[src/hdl/pub_pkg.sv]
// package for the particle update / bounds block
// shared widths, record types and helper functions; no dependencies
package pub_pkg;
	localparam int CB = 16;
	localparam int FB = 8;
	localparam logic signed [CB-1:0] SMAX = {1'b0, {(CB-1){1'b1}}};
	localparam logic signed [CB-1:0] SMIN = {1'b1, {(CB-1){1'b0}}};

	typedef struct packed {
		logic [3*CB-1:0] position;
		logic [3*CB-1:0] velocity;
		logic [3*CB-1:0] acceleration;
		logic [2*CB-1:0] spin;
		logic [CB-1:0]   age;
		logic [CB-1:0]   lifespan;
		logic [2*CB-1:0] scale_start;
		logic [2*CB-1:0] scale_end;
		logic [31:0]     colour_start;
		logic [31:0]     colour_end;
		logic            is_alive;
		logic            final_item;
	} in_word_t;

	typedef struct packed {
		logic [3*CB-1:0]       new_position;
		logic [3*CB-1:0]       new_velocity;
		logic signed [CB-1:0]  new_rotation;
		logic [CB-1:0]         new_age;
		logic [2*CB-1:0]       scale_now;
		logic [31:0]           colour_now;
		logic                  still_alive;
		logic [3*CB-1:0]       bound_min;
		logic [3*CB-1:0]       bound_max;
		logic                  pass_done;
	} out_word_t;

	// queue entry: record plus lerp factor
	typedef struct packed {
		in_word_t        rec;
		logic [8:0]      f;
	} job_t;

	function automatic logic signed [CB-1:0] sat_add(input logic signed [CB:0] v);
		if (v > $signed({SMAX[CB-1], SMAX})) return SMAX;
		if (v < $signed({SMIN[CB-1], SMIN})) return SMIN;
		return v[CB-1:0];
	endfunction

	// a + floor(v*tick/256), saturated
	function automatic logic signed [CB-1:0] integ(input logic signed [CB-1:0] a,
			input logic signed [CB-1:0] v, input logic [CB-1:0] tick);
		logic signed [2*CB:0] p;
		logic signed [CB+FB:0] s;
		p = v * $signed({1'b0, tick});
		s = $signed(p[2*CB:FB]) + a;
		if (s > $signed({{(FB+1){1'b0}}, SMAX})) return SMAX;
		if (s < $signed({{(FB+1){1'b1}}, SMIN})) return SMIN;
		return s[CB-1:0];
	endfunction
endpackage

[src/hdl/pub_queue.sv]
// two-entry queue between front and back
// depends on pub_pkg
module pub_queue (
	input  logic          clk,
	input  logic          arst_n,
	input  logic          w_valid,
	output logic          w_ready,
	input  pub_pkg::job_t w_data,
	output logic          r_valid,
	input  logic          r_ready,
	output pub_pkg::job_t r_data
);
	import pub_pkg::*;
	job_t mem_q [2];
	logic wp_q, rp_q;
	logic [1:0] cnt_q;
	logic wr, rd;
	assign w_ready = cnt_q != 2'd2;
	assign r_valid = cnt_q != 2'd0;
	assign r_data = mem_q[rp_q];
	assign wr = w_valid && w_ready;
	assign rd = r_valid && r_ready;
	always_ff @(posedge clk or negedge arst_n) begin
		if (!arst_n) begin
			wp_q <= 1'b0;
			rp_q <= 1'b0;
			cnt_q <= '0;
		end else begin
			if (wr) wp_q <= !wp_q;
			if (rd) rp_q <= !rp_q;
			cnt_q <= cnt_q + {1'b0, wr} - {1'b0, rd};
		end
	end
	always_ff @(posedge clk) begin
		if (wr) mem_q[wp_q] <= w_data;
	end
endmodule

[config.mk]
export PLATFORM = sky130hd
export DESIGN_NAME = pub_queue
export DESIGN_NICKNAME = d
export VERILOG_FILES = /design/src/hdl/pub_pkg.sv /design/src/hdl/pub_queue.sv
export SDC_FILE = /design/constraint.sdc
export NUM_CORES = 1
export LEC_CHECK = 0
export BUFFER_PORTS_ARGS = -buffer_cell sky130_fd_sc_hd__buf_4
export CAP_MARGIN = 20
export CELL_PAD_IN_SITES_DETAIL_PLACEMENT = 0
export CELL_PAD_IN_SITES_GLOBAL_PLACEMENT = 1
export CORE_AREA = 2 2 275 277
export CTS_CLUSTER_SIZE = 10
export DETAILED_ROUTE_END_ITERATION = 8
export DIE_AREA = 0 0 277 279
export PLACE_DENSITY_LB_ADDON = 0.1
export SKIP_LAST_GASP = 1
export SLEW_MARGIN = 20
export SYNTH_ARGS = -nofsm -noshare
export SYNTH_HDL_FRONTEND = slang
export SYNTH_SLANG_ARGS = --single-unit
[constraint.sdc]
create_clock -name clk -period 32.3 [get_ports clk]
set_input_delay 4.845 -clock clk [delete_from_list [all_inputs] [get_ports clk]]
set_output_delay 4.845 -clock clk [all_outputs]
set_load 0.005 [all_outputs]
* After elaboration in Yosys (flattened, before gate mapping) *
Memory sizes are Yosys's and may differ from the RTL's.
Index checks and enable logic that the tools add are counted.

word-level totals
  bits in read-only memories = 0
  output and inout bits = 349
  input port bits = 351
  memories kept = 1
  bits in latches = 0
  memory bits (writable) = 694
  flip-flop bits (word level) = 4

memory list
  memory  depth  width  read ports  clocked after memory_dff  write ports  RTL line         source
  mem_q   2      347    1           0                         1            pub_queue.sv:14  job_t mem_q [2];

cells by class
  reductions and logical operators = 5
  bitwise gates (word level) = 0
  add/sub/neg operators = 2
  equality and inequality tests = 1
  mux-type cells = 2
  magnitude comparators = 0
  shift-type cells = 0
  div/mod/pow operators = 0
  $mul = 0

operator list
  operator                                     number
  2-bit by 1-bit adder with 2-bit output       1
  1-bit logical AND                            2
  1-bit logical NOT                            2
  1-bit 2-to-1 mux                             2
  2-bit != test (second input constant)        1
  2-bit nonzero test                           1
  2-bit by 1-bit subtractor with 2-bit output  1

* Depth between registers and ports, before layout *
  word-level depth = 4
  depth in mapped cells = 5

* Worst setup path before layout *
Ideal clock, no wire load.

  kind = input port to flip-flop
  start point = input w_valid
  end point = memory mem_q[0][0] (netlist name) (enable)
  setup slack = 11.957 ns
  arrival time = 19.281 ns
  stages on the path = 2
  library setup time = 1.062 ns
  data required time = 31.238 ns
  cell sequence = nand2_1 > nor2_1

between the ends
  longest elaborated chain between the ends = 3

ends and longest elaborated chain
  element                                 RTL line         source
  from (decl)                             pub_queue.sv:6   input logic w_valid,
  1-bit logical AND                       pub_queue.sv:21  assign wr = w_valid && w_ready;
  1-bit 2-to-1 mux                        pub_queue.sv:35  if (wr) mem_q[wp_q] <= w_data;
  1-bit 2-to-1 mux (not written as such)  pub_queue.sv:35
  to (decl)                               pub_queue.sv:14

Every way passes these cells.

==> reports/metrics.yaml <==
final_core_util_pct: 45.9
synth_edf_count: 694
max_freq_mhz: 113
synth_mux_area_share_pct: 15.8
synth-simple-area-share_pct: 0.231
power_frac_comb_pct: 30.2
gp_congestion: 0.816
cts_sinks: 698
drive_gt1_share_pct: 61.0
h-tree-depth: 3
wl_per_cell_um: 24.5
hold_start: "wp_q"
path_clk_slew_ns: 0.05
synth_fa_ha_area_share_pct: 0.0491
drt_iter0_drc: 755
ys_types: 20
grtUsageTotal_pct: 17.7
final_area_sq_um: 34000
drcViolationCount: 0
place_area_sq_um: 31700
core_sq_um: 74100
p_sw_mw: 0.837
reg2reg_to: "mem_q[1][141]"
vdd_drop_max_mv: 0.0687
fin_crit_ns: 8.85
area_growth_pct: 33.3
fill_cells: 6463
antenna_left: 0
hold_viol_final: 0
p_leak_nw: 12.6
regToRegStartpoint: "cnt_q[0]"
synth_xor_area_share_pct: 0.103
synth_area_leaders: "edfxtp_1 (82%), mux2_2 (14%), mux2_4 (1.8%)"
hold_path_depth: 1
synth_cells: 1102
finalMaxSlewViolations: 0
drt-vias-per-instance: 4.60
port-buffer-count: 699
finalCritPeriodShare_pct: 27.4
relSlewSlack_pct: 11.6
grt_pass1_vias: 14100
yosysSeqAreaShare_pct: 82.1
rsz0062_at_grt: "no"
max-cap-violations: 0
cts_max_path_buffers: 3
cp_max_fo: 84
critPathKind: "flip-flop to primary output"
ctsHoldBuffers: 0
p_total_mw: 3.04
antenna_found_initial: 17
netlist_area_sq_um: 25500
clk_latency_ns: 0.61
startpoint_type: "flip-flop"
hold-path-endpoint: "wp_q"
synth_compound_area_share_pct: 0.0932
grt-ovfl-total: 0
ys_ff_latch: 698
switching_share_pct: 27.5
io_pins: 700
worst-r2r-cell-count: 4
rrSetupSlack_ns: 28.66
grt_pass1_wl_mm: 98.3
grt_start_max_net_pins: 169
crit_path_end_kind: "primary output"
synth_top_area_cell: "edfxtp_1"
vias: 13200
async_flop_share_pct: 0.573
pwr-share-seq_pct: 43.0
cp.required_ns: 27.45
finalNetCount: 2206
synth_most_common_cell: "edfxtp_1"
clockPowerShare_pct: 26.8
syn_avg_cell_area_sq_um: 23.1
cts_tree: "built"
arrival_ns: 4.01
ys_warn_count: 0
drtPass1Iterations: 4
cts_resized: 0
initial_core_util_pct: 34.4
synth_top_family_by_area: "multiplexers"
hold_path_class: "flip-flop to flip-flop"
clock_skew_ns: 0.0155
synth_top_area_share_pct: 81.7
status: "finished, final reports clean"
die-area_sq_um: 77300
setup_viol: 0
synth_common_cells: "edfxtp_1 (694), mux2_2 (314), buf_6 (36), mux2_4 (30), dfrtp_1 (4)"
die_x_um: 277
synth_ff_type: "edfxtp_1"
syn_nets: 1454
hpwl_mm: 49.2
cts_inserted_buffers: 82
post_cts_buffers: 0
die-height_um: 279
fin_tns_setup_ns: 0
worst_slew_pin_slew_ns: 1.33
routed_wl_mm: 70.1
p_int_mw: 2.21
root_buffer: "clkbuf_16"
power.density_nw_per_um2: 89.5
num_rows: 100
==> cells by family (layout without fill, tap and decap cells) <==
logic type / after synthesis / count (layout)
DFF: 698 / 698
muxes: 347 / 347
buffers and inverters: 39 / 817
and+or+nand+nor: 11 / 11
AOI/OAI and AO/OA: 3 / 3
xor gates and xnor gates: 3 / 3
adders and majority gates: 1 / 1
other: 0 / 16
==> registers in the layout, indices dropped and copies added, names as in the netlist <==
name	flops
rp_q	1
cnt_q	2
wp_q	1
mem_q	694
==> per-layer routing <==
metal	GRT usage, %	share of wire, %	vias to the layer above
met4	8.46	3.7	2
met5	0	0.010	-
met3	6.01	7.4	121
met2	30.2	52	501
met1	19.9	37	6633
li1	-	-	5916
==> layout by cell type, fill, tap and decap left out, drive strengths merged, types with 2 or more instances in the layout <==
master	instances
clkbuf	98
mux2	347
nor2	3
nand2	2
dfrtp	4
clkinv	11
buf	707
diode	16
xnor2	3
edfxtp	694
==> stage by stage <==
| stage | setup slack (ns) | instances | hold WS, ns |
|---|---|---|---|
| floorplan | 11.96 | 1102 | 0.460 |
| global placement | 24.14 | 2739 | 0.542 |
| detailed placement | 24.03 | 2739 | 0.552 |
| CTS | 23.36 | 2849 | 0.563 |
| global route | 23.19 | 2863 | 0.577 |
| finish | 23.45 | 2865 | 0.563 |
==> power by group through the flow <==
| stage | Combinational (mW) | Sequential, mW | Clock, mW |
|---|---|---|---|
| global route | 0.982 | 1.33 | 0.874 |
| finish | 0.920 | 1.31 | 0.815 |
| floorplan | 0.489 | 1.39 | 0 |
| CTS | 0.945 | 1.31 | 0.841 |
| detailed placement | 0.940 | 1.32 | 0 |
| global placement | 0.936 | 1.33 | 0 |
==> worst max-delay path: stages, from the launching register on <==
cell and delay (ns):
dfrtp_4 0.98, buf_4 0.77, buf_4 0.90, mux2_2 0.43
buf_4 0.14
==> cell type report <==
class | instances | area, sq um | area share, %
Sequential cell | 698 | 20900 | 61.6
Multi-Input combinational cell | 365 | 4150 | 12.2
Clock inverter | 12 | 123 | 0.361
Antenna cell | 16 | 40.0 | 0.118
Clock buffer | 98 | 2180 | 6.40
Tap cell | 969 | 1210 | 3.57
Timing Repair Buffer | 707 | 5360 | 15.8
==> worst max path at each step <==
stage / start / to / slack (ns) / cells past startpoint
after global placement: rp_q / r_data[299] / 24.14 / 4
final: rp_q / r_data[299] / 23.45 / 4
after global routing: rp_q / r_data[296] / 23.19 / 4
after CTS: rp_q / r_data[258] / 23.36 / 4
after floorplan: w_valid / mem_q[0][0] / 11.96 / 2
after detailed placement: rp_q / r_data[258] / 24.03 / 4
(Power assumes the default switching activity.)
