### src/hdl/pub_pkg.sv
// package for the particle update / bounds block
// shared widths, record types and helper functions; no dependencies
package pub_pkg;
	localparam int CB = 16;
	localparam int FB = 8;
	localparam logic signed [CB-1:0] SMAX = {1'b0, {(CB-1){1'b1}}};
	localparam logic signed [CB-1:0] SMIN = {1'b1, {(CB-1){1'b0}}};

	typedef struct packed {
		logic [3*CB-1:0] position;
		logic [3*CB-1:0] velocity;
		logic [3*CB-1:0] acceleration;
		logic [2*CB-1:0] spin;
		logic [CB-1:0]   age;
		logic [CB-1:0]   lifespan;
		logic [2*CB-1:0] scale_start;
		logic [2*CB-1:0] scale_end;
		logic [31:0]     colour_start;
		logic [31:0]     colour_end;
		logic            is_alive;
		logic            final_item;
	} in_word_t;

	typedef struct packed {
		logic [3*CB-1:0]       new_position;
		logic [3*CB-1:0]       new_velocity;
		logic signed [CB-1:0]  new_rotation;
		logic [CB-1:0]         new_age;
		logic [2*CB-1:0]       scale_now;
		logic [31:0]           colour_now;
		logic                  still_alive;
		logic [3*CB-1:0]       bound_min;
		logic [3*CB-1:0]       bound_max;
		logic                  pass_done;
	} out_word_t;

	// queue entry: record plus lerp factor
	typedef struct packed {
		in_word_t        rec;
		logic [8:0]      f;
	} job_t;

	function automatic logic signed [CB-1:0] sat_add(input logic signed [CB:0] v);
		if (v > $signed({SMAX[CB-1], SMAX})) return SMAX;
		if (v < $signed({SMIN[CB-1], SMIN})) return SMIN;
		return v[CB-1:0];
	endfunction

	// a + floor(v*tick/256), saturated
	function automatic logic signed [CB-1:0] integ(input logic signed [CB-1:0] a,
			input logic signed [CB-1:0] v, input logic [CB-1:0] tick);
		logic signed [2*CB:0] p;
		logic signed [CB+FB:0] s;
		p = v * $signed({1'b0, tick});
		s = $signed(p[2*CB:FB]) + a;
		if (s > $signed({{(FB+1){1'b0}}, SMAX})) return SMAX;
		if (s < $signed({{(FB+1){1'b1}}, SMIN})) return SMIN;
		return s[CB-1:0];
	endfunction
endpackage

### src/hdl/pub_front.sv
// front: accepts records, finds lerp factor with a serial divider
// depends on pub_pkg
module pub_front (
	input  logic             clk,
	input  logic             arst_n,
	input  logic             in_valid,
	output logic             in_ready,
	input  pub_pkg::in_word_t in_data,
	output logic             q_valid,
	input  logic             q_ready,
	output pub_pkg::job_t    q_data
);
	import pub_pkg::*;
	logic busy_q;
	logic [4:0] cnt_q;
	in_word_t rec_q;
	logic [CB+FB-1:0] num_q;
	logic [CB:0] rem_q;
	logic [CB+FB-1:0] quo_q;
	logic done_q;
	logic [CB:0] trial;
	logic [CB+FB-1:0] qf;
	localparam logic [4:0] STEPS = 5'(CB + FB);

	assign in_ready = !busy_q;
	assign trial = {rem_q[CB-1:0], num_q[CB+FB-1]} - {1'b0, rec_q.lifespan};
	assign q_valid = done_q;
	always_comb begin
		qf = quo_q;
		q_data.rec = rec_q;
		if (rec_q.lifespan == '0 || qf > 24'(256)) q_data.f = 9'd256;
		else q_data.f = qf[8:0];
	end

	// restoring divide, one bit a cycle
	always_ff @(posedge clk or negedge arst_n) begin
		if (!arst_n) begin
			busy_q <= 1'b0;
			done_q <= 1'b0;
			cnt_q  <= '0;
		end else if (in_valid && in_ready) begin
			busy_q <= 1'b1;
			done_q <= 1'b0;
			cnt_q  <= '0;
		end else if (busy_q && !done_q) begin
			cnt_q <= cnt_q + 5'd1;
			if (cnt_q == STEPS - 5'd1) done_q <= 1'b1;
		end else if (done_q && q_ready) begin
			done_q <= 1'b0;
			busy_q <= 1'b0;
		end
	end

	always_ff @(posedge clk) begin
		if (in_valid && in_ready) begin
			rec_q <= in_data;
			num_q <= {in_data.age, {FB{1'b0}}};
			rem_q <= '0;
			quo_q <= '0;
		end else if (busy_q && !done_q) begin
			num_q <= {num_q[CB+FB-2:0], 1'b0};
			if (!trial[CB]) begin
				rem_q <= trial;
				quo_q <= {quo_q[CB+FB-2:0], 1'b1};
			end else begin
				rem_q <= {rem_q[CB-1:0], num_q[CB+FB-1]};
				quo_q <= {quo_q[CB+FB-2:0], 1'b0};
			end
		end
	end
endmodule

### config.mk
export PLATFORM = sky130hd
export DESIGN_NAME = pub_front
export DESIGN_NICKNAME = d
export VERILOG_FILES = /design/src/hdl/pub_pkg.sv /design/src/hdl/pub_front.sv
export SDC_FILE = /design/constraint.sdc
export NUM_CORES = 1
export LEC_CHECK = 0
export BUFFER_PORTS_ARGS = -buffer_cell sky130_fd_sc_hd__buf_2
export CAP_MARGIN = 5
export CELL_PAD_IN_SITES_DETAIL_PLACEMENT = 1
export CELL_PAD_IN_SITES_GLOBAL_PLACEMENT = 1
export CORE_AREA = 5 5 268 270
export CTS_BUF_LIST = sky130_fd_sc_hd__clkbuf_8
export CTS_CLUSTER_SIZE = 25
export DETAILED_ROUTE_END_ITERATION = 10
export DIE_AREA = 0 0 273 275
export HOLD_SLACK_MARGIN = 0.02
export PLACE_DENSITY_LB_ADDON = 0.1
export SYNTH_ARGS = -nofsm -noshare
export SYNTH_HDL_FRONTEND = slang
export SYNTH_SLANG_ARGS = --single-unit
### constraint.sdc
create_clock -name clk -period 20.8 [get_ports clk]
set_clock_uncertainty 0.1 [all_clocks]
set_input_delay 4.16 -clock clk [delete_from_list [all_inputs] [get_ports clk]]
set_output_delay 4.16 -clock clk [all_outputs]
set_load 0.005 [all_outputs]
After elaboration in Yosys (flattened, before gate mapping)
Index checks and enable logic that the tools add are counted.

cells by class
  reductions and logical operators = 12
  order comparisons = 1
  mux-type cells = 13
  add/sub/neg operators = 2
  eq/ne operators = 3

operators with widths
  cell                   number
  $mux W24               2
  $gt A24 B9 Y1 const B  1
  $sub A17 B16 Y17       1
  $logic_not A16 Y1      1
  $mux W16               1
  $mux W5                2
  $mux W9                1
  $mux W1                7
  $add A5 B1 Y5 const B  1
  $eq A5 B5 Y1 const B   1
  $reduce_and A2 Y1      2
  $reduce_bool A2 Y1     2
  $logic_and A1 B1 Y1    3
  $ne A3 B2 Y1 const B   1
  $reduce_bool A3 Y1     1
  $logic_not A1 Y1       2
  $ne A2 B2 Y1 const B   1
  $logic_or A1 B1 Y1     1

storage, ports and cells
  word-level logic and storage cells = 49
  bits in registers = 401
  output and inout bits = 349

Depth between registers and ports, before layout
Gate-level depths: netlist of run 1.

  word-level depth = 4
  mapped depth = 12

Worst setup path before layout of run 1
No wires, ideal clock.

  path kind = input to register
  from = in in_valid
  to = reg done_q, in the netlist q_valid
  library setup time = 0.590 ns
  path buffers = 2
  data arrival time = 14.211 ns
  path slack = 5.900 ns
  stages = 5
  cell sequence = nand2_1 > inv_1 > clkbuf_1 > buf_1 > o32ai_1

on the way
  cells in the longest elaborated chain, start to end = 3

ends and longest elaborated chain
  element                                                              line             RTL
  start, declared                                                      pub_front.sv:6   input logic in_valid,
  $logic_and A1 B1 Y1 (*)                                              pub_front.sv:41  end else if (in_valid && in_ready) begin
  $ne A3 B2 Y1 (no source line) or $reduce_bool A3 Y1 (tied branches)  --
  $reduce_and A2 Y1 (no source line)                                   --
  end signal, assigned                                                 pub_front.sv:39  done_q <= 1'b0;
  end signal, assigned                                                 pub_front.sv:43  done_q <= 1'b0;
  end signal, assigned                                                 pub_front.sv:47  if (cnt_q == STEPS - 5'd1) done_q <= 1'b1;
  end, declared                                                        pub_front.sv:20  logic done_q;

Every way passes the cells marked *; elsewhere a longest branch is shown, timed or not.
A chain may end at the register's enable or synchronous reset.

==> results.py, run 1 <==
metrics = {
    "power": {
        "p_sw_uw": 679,
        "sequentialPowerShare_pct": 47.3,
        "power.density_nw_per_um2": 116,
        "power.total_mw": 2.28,
        "p_comb_share_pct": 20.4,
        "p_int_mw": 1.60,
        "vdd_drop_max_v": 0.0000468,
        "p_sw_share_pct": 29.8,
        "clockPowerShare_pct": 32.3,
        "leakage_nw": 8.13,
    },
    "die": {
        "die_h_um": 275,
        "io_pins": 691,
        "start_util_pct": 19.4,
        "dieArea_um2": 75100,
        "placementRows": 97,
        "die-width_um": 273,
        "core_area_um2": 69300,
    },
    "routing": {
        "via_per_inst": 3.75,
        "wire_per_inst_um": 22.2,
        "first_pass_iters": 6,
        "wl_um": 54900,
        "drc": 0,
        "num_vias": 9245,
        "first_iter_violations": 342,
        "ant_nets": 0,
    },
    "sta": {
        "rsz0062_at_grt": "false",
        "whs_ns": 0.379,
        "setup_violations": 0,
        "max_freq_ghz": 0.139,
        "period_needed_ns": 7.17,
        "drv_slew": 0,
        "post-route-period-util_pct": 34.5,
        "max_slew_margin_pct": 23.3,
        "fin_ws_ns": 13.63,
        "tns_ns": 0,
        "hold_viol": 0,
        "tightestPinTransition_ns": 1.15,
    },
    "yosys": {
        "synth_area_um2": 13500,
        "synth_flop_cell": "edfxtp_1",
        "seq_area_frac_synth_pct": 86.1,
        "netlist_instances": 701,
        "avgSynthCellArea_um2": 19.2,
        "syn_nets": 1061,
        "yosysWarnings": 0,
        "ys_types": 45,
        "synth-edff-count": 354,
        "synth_seq_cells": 401,
        "synth-async-reset-ratio_pct": 1.75,
    },
    "global_routing": {
        "grt_antenna_before_repair": 32,
        "grt_pass1_wl_um": 75100,
        "track_usage_pct": 14.0,
        "grt_pass1_vias": 10500,
        "gr-total-overflow": 0,
        "grt_max_degree": 101,
    },
    "placement": {
        "port_buffers": 690,
        "dp_slack_ns": 13.00,
        "gp_congestion": 0.797,
        "hpwlAfterDp_um": 43700,
    },
    "worst_setup_path": {
        "crit_path_max_incr_delay_ns": 0.71,
        "path_cells": "nor4_1 -> nand4_1 -> nand4_1 -> a21oi_1 -> and2_1 -> buf_2",
        "criticalPathCategory": "reg -> out",
        "path_common_cell": "nand4_1",
        "regToRegSetupSlack_ns": 16.83,
        "rr_worst_depth": 5,
        "startpoint": "q_data[144]",
        "worst_path_max_delay_cell": "nor4_1",
        "start_kind": "flip-flop",
        "cp_max_fo": 8,
        "critPathArrivalTime_ns": 2.91,
        "regToRegStartpoint": "busy_q",
        "crit_path_end_kind": "output port",
        "cp_data_required_time_ns": 16.54,
        "critPathTopFamily": "simple AND/OR/NAND/NOR gates",
        "regToRegEndpoint": "q_data[26]",
        "path_buf_inv": 1,
    },
    "outcome": {
        "status": "finished, final reports clean",
    },
    "min_path": {
        "worstHoldStart": "rem_q[12]",
        "hp-class": "reg -> reg",
        "worstHoldPathCells": 2,
        "holdPathEnd": "rem_q[12]",
    },
    "clocking": {
        "post_cts_resized": 0,
        "clkTransAtPathRegs_ns": 0.05,
        "cts_hold_buffers": 0,
        "post-cts-setup-buffers": 0,
        "tritoncts": "built",
        "cts_max_path_buffers": 3,
        "cts_sinks": 401,
        "cts_inserted_buffers": 76,
        "htree_levels": 3,
        "clk-insertion-delay-late_ns": 0.63,
        "root_buffer": "clkbuf_8",
    },
    "final_layout": {
        "syn2layout_area_growth_pct": 45.1,
        "nets": 1821,
        "drive_gt1_share_pct": 52.7,
        "fin_util_pct": 28.2,
    },
    "run": {
        "maxCapViolCount": 0,
    },
}
per-layer routing:
layer	part of all wire, %	track usage (%)	vias up
li1	-	-	4237
met1	31	12.7	4460
met2	56	26.8	394
met3	9.2	6.79	124
met4	3.3	5.00	30
met5	0.38	0	-
synth_stat cells (all sizes together), types with 2 or more instances:
cell	n	share of area, %
edfxtp	354	79
nand2	73	2.0
dfxtp	40	5.9
a22o	26	1.7
o21ai	26	0.99
inv	22	0.61
a21oi	18	0.70
ha	17	1.6
mux2i	14	1.0
clkbuf	10	0.28
and2	9	0.42
nor4	9	0.42
nand2b	8	0.37
dfrtp	7	1.3
nand4	7	0.32
nor2	7	0.19
xnor2	7	0.45
xor2	6	0.39
nand3	5	0.19
a21o	4	0.22
nor3	4	0.15
a211o	3	0.19
and3	3	0.14
buf	3	0.22
o211ai	3	0.20
nor4b	2	0.13
or2	2	0.093
registers in the layout (all words and copies together) (netlist names):
name,cells
num_q,16
q_valid,1
cnt_q,5
busy_q,1
qf,24
rem_q,16
q_data,338
metrics by stage:
step / instances / instance area, um^2
2_1_floorplan: 701 / 13500
3_3_place_gp: 2323 / 18100
3_5_place_dp: 2323 / 18100
4_1_cts: 2457 / 19500
5_1_grt: 2464 / 19500
6_report: 2467 / 19600
cell usage in the layout, fill, tap and decap left out, drive strengths merged, types with 2 or more instances in the layout:
master,n
a211o,3
a21o,4
a21oi,18
a22o,26
and2,9
and3,3
buf,695
bufinv,2
clkbuf,80
clkinv,26
dfrtp,7
dfxtp,40
diode,10
edfxtp,354
ha,17
inv,48
mux2i,14
nand2,73
nand2b,8
nand3,5
nand4,7
nor2,7
nor3,4
nor4,9
nor4b,2
o211ai,3
o21ai,26
or2,2
xnor2,7
xor2,6
final cells by class:
class,instances,area [um^2]
flip-flops and latches,401,11600
diodes,10,25.0
multi-input cells,265,1730
fillers,7636,49700
clock buffers,80,1100
clock inverters,54,330
inverters,22,90.1
repair buffers,695,3490
well taps,940,1180
kinds of logic (layout without fill, tap and decap cells):
family / after synthesis / in the layout / share of synthesized area, %
AO/OA/AOI/OAI: 90 / 90 / 4.65
other: 0 / 10 / 0
flip-flops: 401 / 401 / 86.1
multiplexers: 14 / 14 / 1.04
adder cells (fa/ha/maj): 18 / 18 / 1.73
AND/OR/NAND/NOR: 130 / 130 / 4.51
buffers and inverters: 35 / 851 / 1.11
XOR/XNOR: 13 / 13 / 0.845
power groups by stage:
| stage | sequential [mW] | combinational, mW | clock [mW] |
|---|---|---|---|
| global placement | 1.09 | 0.473 | 0 |
| detailed placement | 1.09 | 0.476 | 0 |
| CTS | 1.08 | 0.479 | 0.777 |
| global route | 1.09 | 0.519 | 0.818 |
| floorplan | 1.11 | 0.294 | 0 |
| finish | 1.08 | 0.464 | 0.737 |
worst register-to-register path: stages (launching register included):
cell and delay (ns):
dfrtp_1 0.37, inv_1 0.12, nand2_1 0.46, inv_8 0.68
buf_4 0.88, buf_4 0.89
worst max path at each step:
| stage | to | slack [ns] | cells after the start |
|---|---|---|---|
| final | q_data[7] | 13.63 | 6 |
| after global routing | q_data[7] | 13.40 | 6 |
| after CTS | q_data[7] | 13.42 | 6 |
| after detailed placement | q_data[277] | 13.00 | 5 |
| after global placement | q_data[111] | 13.01 | 5 |
| after floorplan | q_valid | 5.90 | 5 |
No activity file was read; power rests on OpenSTA's default activity.
==> run 2: changes to the inputs <==
--- a/config.mk
+++ b/config.mk
@@ -9,11 +9,11 @@
 export CAP_MARGIN = 5
 export CELL_PAD_IN_SITES_DETAIL_PLACEMENT = 1
 export CELL_PAD_IN_SITES_GLOBAL_PLACEMENT = 1
-export CORE_AREA = 5 5 268 270
+export CORE_AREA = 5 5 263 265
 export CTS_BUF_LIST = sky130_fd_sc_hd__clkbuf_8
 export CTS_CLUSTER_SIZE = 25
 export DETAILED_ROUTE_END_ITERATION = 10
-export DIE_AREA = 0 0 273 275
+export DIE_AREA = 0 0 268 270
 export HOLD_SLACK_MARGIN = 0.02
 export PLACE_DENSITY_LB_ADDON = 0.1
 export SYNTH_ARGS = -nofsm -noshare
==> constraint.sdc (replaced) <==
create_clock -name clk -period 7.1 [get_ports clk]
set_clock_uncertainty 0.1 [all_clocks]
set_input_delay 1.42 -clock clk [delete_from_list [all_inputs] [get_ports clk]]
set_output_delay 1.42 -clock clk [all_outputs]
set_load 0.005 [all_outputs]
==> run 2 against run 1 <==
Compared with the run above: combinational power grew to 2.9 times the previous value; global-route usage up 1.9 points; largest cell class unchanged; worst setup slack lost 11 ns; sequential share of layout area rose by 0.38 points; hold slack got worse by 0.0054 ns; first-iteration DRC count rose by 39%; critical endpoint is now q_data[3]; clock power increased to 2.8 times the previous value; sequential power rose to 2.9 times the previous value; critical path depth is the same; highest routed layer unchanged; final area decreased by 0.63%; core utilization is 0.97 points higher.
==> results.py, run 2 (synthesized netlist as in run 1, its figures left out) <==
metrics = {
    "sta": {
        "whs_ns": 0.374,
        "max_freq_ghz": 0.246,
        "drv_slew": 0,
        "post-route-period-util_pct": 57.3,
        "setup_violations": 0,
        "period_needed_ns": 4.07,
        "tns_ns": 0,
        "max_slew_margin_pct": 16.8,
        "hold_viol": 0,
        "rsz0062_at_grt": "false",
        "fin_ws_ns": 3.03,
        "tightestPinTransition_ns": 1.25,
    },
    "die": {
        "placementRows": 95,
        "die_h_um": 270,
        "io_pins": 691,
        "start_util_pct": 20.2,
        "die-width_um": 268,
        "core_area_um2": 66600,
        "dieArea_um2": 72400,
    },
    "clocking": {
        "tritoncts": "built",
        "htree_levels": 3,
        "clk-insertion-delay-late_ns": 0.64,
        "root_buffer": "clkbuf_8",
        "post-cts-setup-buffers": 0,
        "clkTransAtPathRegs_ns": 0.06,
        "cts_hold_buffers": 0,
        "cts_max_path_buffers": 3,
        "cts_sinks": 401,
        "cts_inserted_buffers": 78,
        "post_cts_resized": 0,
    },
    "worst_setup_path": {
        "path_cells": "or4_1 -> nor4_1 -> nand4_1 -> a21oi_1 -> and2_1 -> buf_2",
        "crit_path_end": "q_data[3]",
        "cp_data_required_time_ns": 5.58,
        "start_kind": "flip-flop",
        "path_buf_inv": 1,
        "startpoint": "qf[18]",
        "cp_max_fo": 8,
        "regToRegSetupSlack_ns": 3.53,
        "critPathTopFamily": "simple AND/OR/NAND/NOR gates",
        "crit_cells": 6,
        "rr_worst_depth": 5,
        "worst_path_max_delay_cell": "or4_1",
        "critPathArrivalTime_ns": 2.55,
        "criticalPathCategory": "reg -> out",
        "crit_path_end_kind": "output port",
        "regToRegStartpoint": "busy_q",
        "regToRegEndpoint": "num_q[21]",
        "crit_path_max_incr_delay_ns": 0.53,
    },
    "power": {
        "leakage_nw": 8.09,
        "power.density_nw_per_um2": 340,
        "vdd_drop_max_v": 0.000143,
    },
    "final_layout": {
        "syn2layout_area_growth_pct": 44.1,
        "final_common_cell": "buf_2",
        "drive_gt1_share_pct": 52.6,
        "nets": 1821,
        "largest_reg_flops": 338,
        "mostFrequentLayoutCells": "buf_2, edfxtp_1, clkbuf_8, nand2_1, inv_1",
        "num-fill-cells": 7358,
    },
    "global_routing": {
        "grt_antenna_before_repair": 52,
        "use_met1_pct": 15.4,
        "grt-busiest-layer": "met2",
        "gr-total-overflow": 0,
        "grt_pass1_vias": 10400,
        "grtUsageMet3_pct": 8.89,
        "grt_pass1_wl_um": 80500,
        "met2_usage_pct": 28.3,
        "grt_max_degree": 164,
        "track_usage_pct": 15.8,
    },
    "routing": {
        "wl_um": 59300,
        "drc": 0,
        "num_vias": 9428,
        "first_pass_iters": 4,
        "via_per_inst": 3.93,
        "wire_per_inst_um": 24.7,
        "ant_nets": 0,
        "first_iter_violations": 477,
    },
    "placement": {
        "dp_slack_ns": 2.15,
        "hpwlAfterDp_um": 47700,
        "gp_congestion": 0.806,
        "port_buffers": 690,
    },
    "min_path": {
        "worstHoldStart": "rem_q[9]",
        "hp-class": "reg -> reg",
    },
    "run": {
        "maxCapViolCount": 0,
    },
    "outcome": {
        "status": "finished, final reports clean",
    },
}
## run 2: changes by cell type in the layout (fill, tap and decap cells not counted), moves of 2 or more
cell,delta
diode_2,+9
inv_1,+3
clkinv_2,-5
clkinv_1,-4
buf_4,-3
clkinvlp_4,+2
## run 2: cell type report
| cell class | instances | area, um^2 | area share [%] |
|---|---|---|---|
| inverters | 22 | 90.1 | 0.464 |
| well taps | 873 | 1090 | 5.62 |
| diodes | 19 | 47.5 | 0.245 |
| clock inverters | 48 | 270 | 1.39 |
| clock buffers | 80 | 1100 | 5.67 |
| flip-flops and latches | 401 | 11600 | 59.7 |
| repair buffers | 693 | 3490 | 18.0 |
| multi-input cells | 265 | 1730 | 8.91 |
## run 2: worst min-delay path by stage
| stage | endpoint | slack (ns) | cells past startpoint |
|---|---|---|---|
| floorplan | rem_q[13] | 0.34 | 2 |
| global placement | qf[23] | 0.36 | 1 |
| detailed placement | rem_q[8] | 0.37 | 2 |
| CTS | rem_q[4] | 0.38 | 2 |
| global route | rem_q[13] | 0.41 | 2 |
| finish | rem_q[9] | 0.37 | 2 |
## run 2: per-layer routing
metal	part of all wire [%]	up-vias
li1	-	4254
met1	33	4537
met2	52	441
met3	11	152
met4	3.4	44
met5	0.52	-
## run 2: stage by stage
step / total power, mW / instances / cell area [um^2] / util [%]
4_1_cts: 6.78 / 2382 / 19400 / 29.1
3_5_place_dp: 4.60 / 2254 / 18000 / 27.1
2_1_floorplan: 4.07 / 701 / 13500 / -
3_3_place_gp: 4.58 / 2254 / 18000 / 27.1
6_report: 6.61 / 2401 / 19400 / 29.2
5_1_grt: 7.05 / 2388 / 19400 / 29.1
## run 2: worst min-delay path: stages, from the launching register on
cell     delay (ns)
dfxtp_1        0.32
nand2_1        0.05
o21ai_1        0.05
## run 2: where the power goes
group          switching (mW)  total, mW  leakage (nW)  internal (mW)
combinational           0.778       1.35          3.66          0.576
clock                    1.02       2.10         0.790           1.08
sequential              0.177       3.16          3.65           2.98
==> run 3: changes to the inputs <==
==> constraint.sdc (replaced) <==
create_clock -name clk -period 3.8 [get_ports clk]
set_clock_uncertainty 0.1 [all_clocks]
set_input_delay 0.76 -clock clk [delete_from_list [all_inputs] [get_ports clk]]
set_output_delay 0.76 -clock clk [all_outputs]
set_load 0.005 [all_outputs]
==> run 3 against run 2 <==
Compared with the run above: critical path type unchanged; worst setup slack worse by 2.7 ns; sequential cell count stayed put; largest power group unchanged; largest cell class unchanged; non-clock buffer count is 9 higher; count of clock-buffer cells in the layout is 2 higher; register-to-register slack worse by 2.6 ns; global-route usage is 0.24 points higher; critical path depth stayed put.
==> results.py, run 3 (synthesized netlist as in run 1, its figures left out) <==
metrics = {
    "worst_setup_path": {
        "regToRegSetupSlack_ns": 0.92,
        "crit_path_end_kind": "output port",
        "start_kind": "flip-flop",
        "worst_path_max_delay_cell": "or4_1",
        "crit_cells": 6,
        "cp_max_fo": 8,
        "regToRegEndpoint": "rem_q[9]",
        "startpoint": "qf[18]",
        "crit_path_max_incr_delay_ns": 0.52,
        "path_buf_inv": 1,
        "crit_path_end": "q_data[0]",
        "rr_worst_depth": 10,
        "cp_data_required_time_ns": 2.94,
        "path_cells": "or4_1 -> nor4_1 -> nand4_1 -> a21oi_1 -> and2_1 -> buf_2",
        "regToRegStartpoint": "q_data[139]",
        "critPathTopFamily": "simple AND/OR/NAND/NOR gates",
        "criticalPathCategory": "reg -> out",
        "critPathArrivalTime_ns": 2.64,
    },
    "sta": {
        "max_freq_ghz": 0.286,
        "setup_violations": 0,
        "hold_viol": 0,
        "period_needed_ns": 3.50,
        "rsz0062_at_grt": "false",
        "drv_slew": 0,
        "post-route-period-util_pct": 92.1,
        "fin_ws_ns": 0.299,
        "tightestPinTransition_ns": 0.825,
        "max_slew_margin_pct": 45.0,
        "tns_ns": 0,
    },
    "routing": {
        "first_pass_iters": 4,
        "num_vias": 9505,
        "ant_nets": 0,
        "drc": 0,
        "wire_per_inst_um": 24.7,
        "wl_um": 59900,
        "first_iter_violations": 385,
        "via_per_inst": 3.92,
    },
    "global_routing": {
        "grt_max_degree": 111,
        "gr-total-overflow": 0,
        "grt_pass1_wl_um": 82100,
        "track_usage_pct": 16.1,
        "grt_pass1_vias": 10500,
        "grt_antenna_before_repair": 54,
    },
    "clocking": {
        "root_buffer": "clkbuf_8",
        "post-cts-setup-buffers": 0,
        "cts_max_path_buffers": 3,
        "tritoncts": "built",
        "cts_sinks": 401,
        "clk-insertion-delay-late_ns": 0.65,
        "clkTransAtPathRegs_ns": 0.06,
        "cts_inserted_buffers": 79,
        "htree_levels": 3,
    },
    "die": {
        "die_h_um": 270,
        "core_area_um2": 66600,
        "start_util_pct": 20.2,
        "dieArea_um2": 72400,
        "die-width_um": 268,
        "io_pins": 691,
        "placementRows": 95,
    },
    "final_layout": {
        "final_area_um2": 19600,
        "final_common_cell": "buf_2",
        "largest_reg_flops": 338,
        "mostFrequentLayoutCells": "buf_2, edfxtp_1, clkbuf_8, nand2_1, inv_1",
        "drive_gt1_share_pct": 52.7,
        "syn2layout_area_growth_pct": 45.3,
        "nets": 1831,
        "fin_util_pct": 29.4,
    },
    "power": {
        "leakage_nw": 8.20,
        "power.total_mw": 12.5,
        "power.density_nw_per_um2": 640,
        "vdd_drop_max_v": 0.000253,
    },
    "outcome": {
        "status": "finished, final reports clean",
    },
    "placement": {
        "port_buffers": 690,
        "hpwlAfterDp_um": 48600,
        "dp_slack_ns": 0.924,
        "dpl_cell_area_um2": 18100,
        "gp_congestion": 0.801,
    },
    "run": {
        "maxCapViolCount": 0,
    },
    "min_path": {
        "hp-class": "in -> reg",
    },
}
## run 3: cell types whose count changed in the layout (fill, tap and decap cells not counted)
cell,delta
dlygate4sd3_1,+1
diode_2,-5
inv_8,-1
buf_4,+7
clkinvlp_4,+2
clkinv_1,+5
nor2_2,+1
inv_1,+4
nor2_4,-1
clkbuf_8,+2
buf_12,+1
clkinv_2,+5
## run 3: final cells by class
type | count | area [um^2]
multi-input cells | 265 | 1730
fillers | 7358 | 47000
repair buffers | 702 | 3570
diodes | 14 | 35.0
clock inverters | 63 | 333
inverters | 22 | 90.1
well taps | 873 | 1090
clock buffers | 82 | 1130
flip-flops and latches | 401 | 11600
## run 3: worst min-delay path by stage
stage,start,endpoint,slack (ns),depth (start not counted)
after global placement,rem_q[12],rem_q[12],0.37,2
final,in_data[174],q_data[183],0.18,1
after global routing,in_data[97],q_data[106],0.11,1
after detailed placement,qf[23],qf[23],0.37,1
after CTS,in_data[142],q_data[151],0.08,1
after floorplan,rem_q[13],rem_q[13],0.34,2
## run 3: repair_timing
item,4_1_cts,5_1_grt
resized for setup,0,0
hold endpoints to repair,7,0
hold buffers,1,0
endpoints found under the setup margin,0,0
## run 3: power by group
group          switching, mW  leakage [nW]  internal (mW)  total [mW]
clock network           1.98         0.848           2.09        4.07
registers              0.308          3.65           5.56        5.87
logic                   1.49          3.71           1.11        2.60
## run 3: routing by layer
metal	vias to the layer above	track usage, %	wire length (um)
li1	4275	-	-
met1	4580	16.1	20100
met2	424	28.7	31000
met3	174	8.96	6750
met4	52	4.30	1600
met5	-	0	353
## run 3: metrics by stage
step	hold slack (ns)	instances
floorplan	0.341	701
global placement	0.370	2262
detailed placement	0.368	2262
CTS	0.0822	2408
global route	0.106	2414
finish	0.175	2422
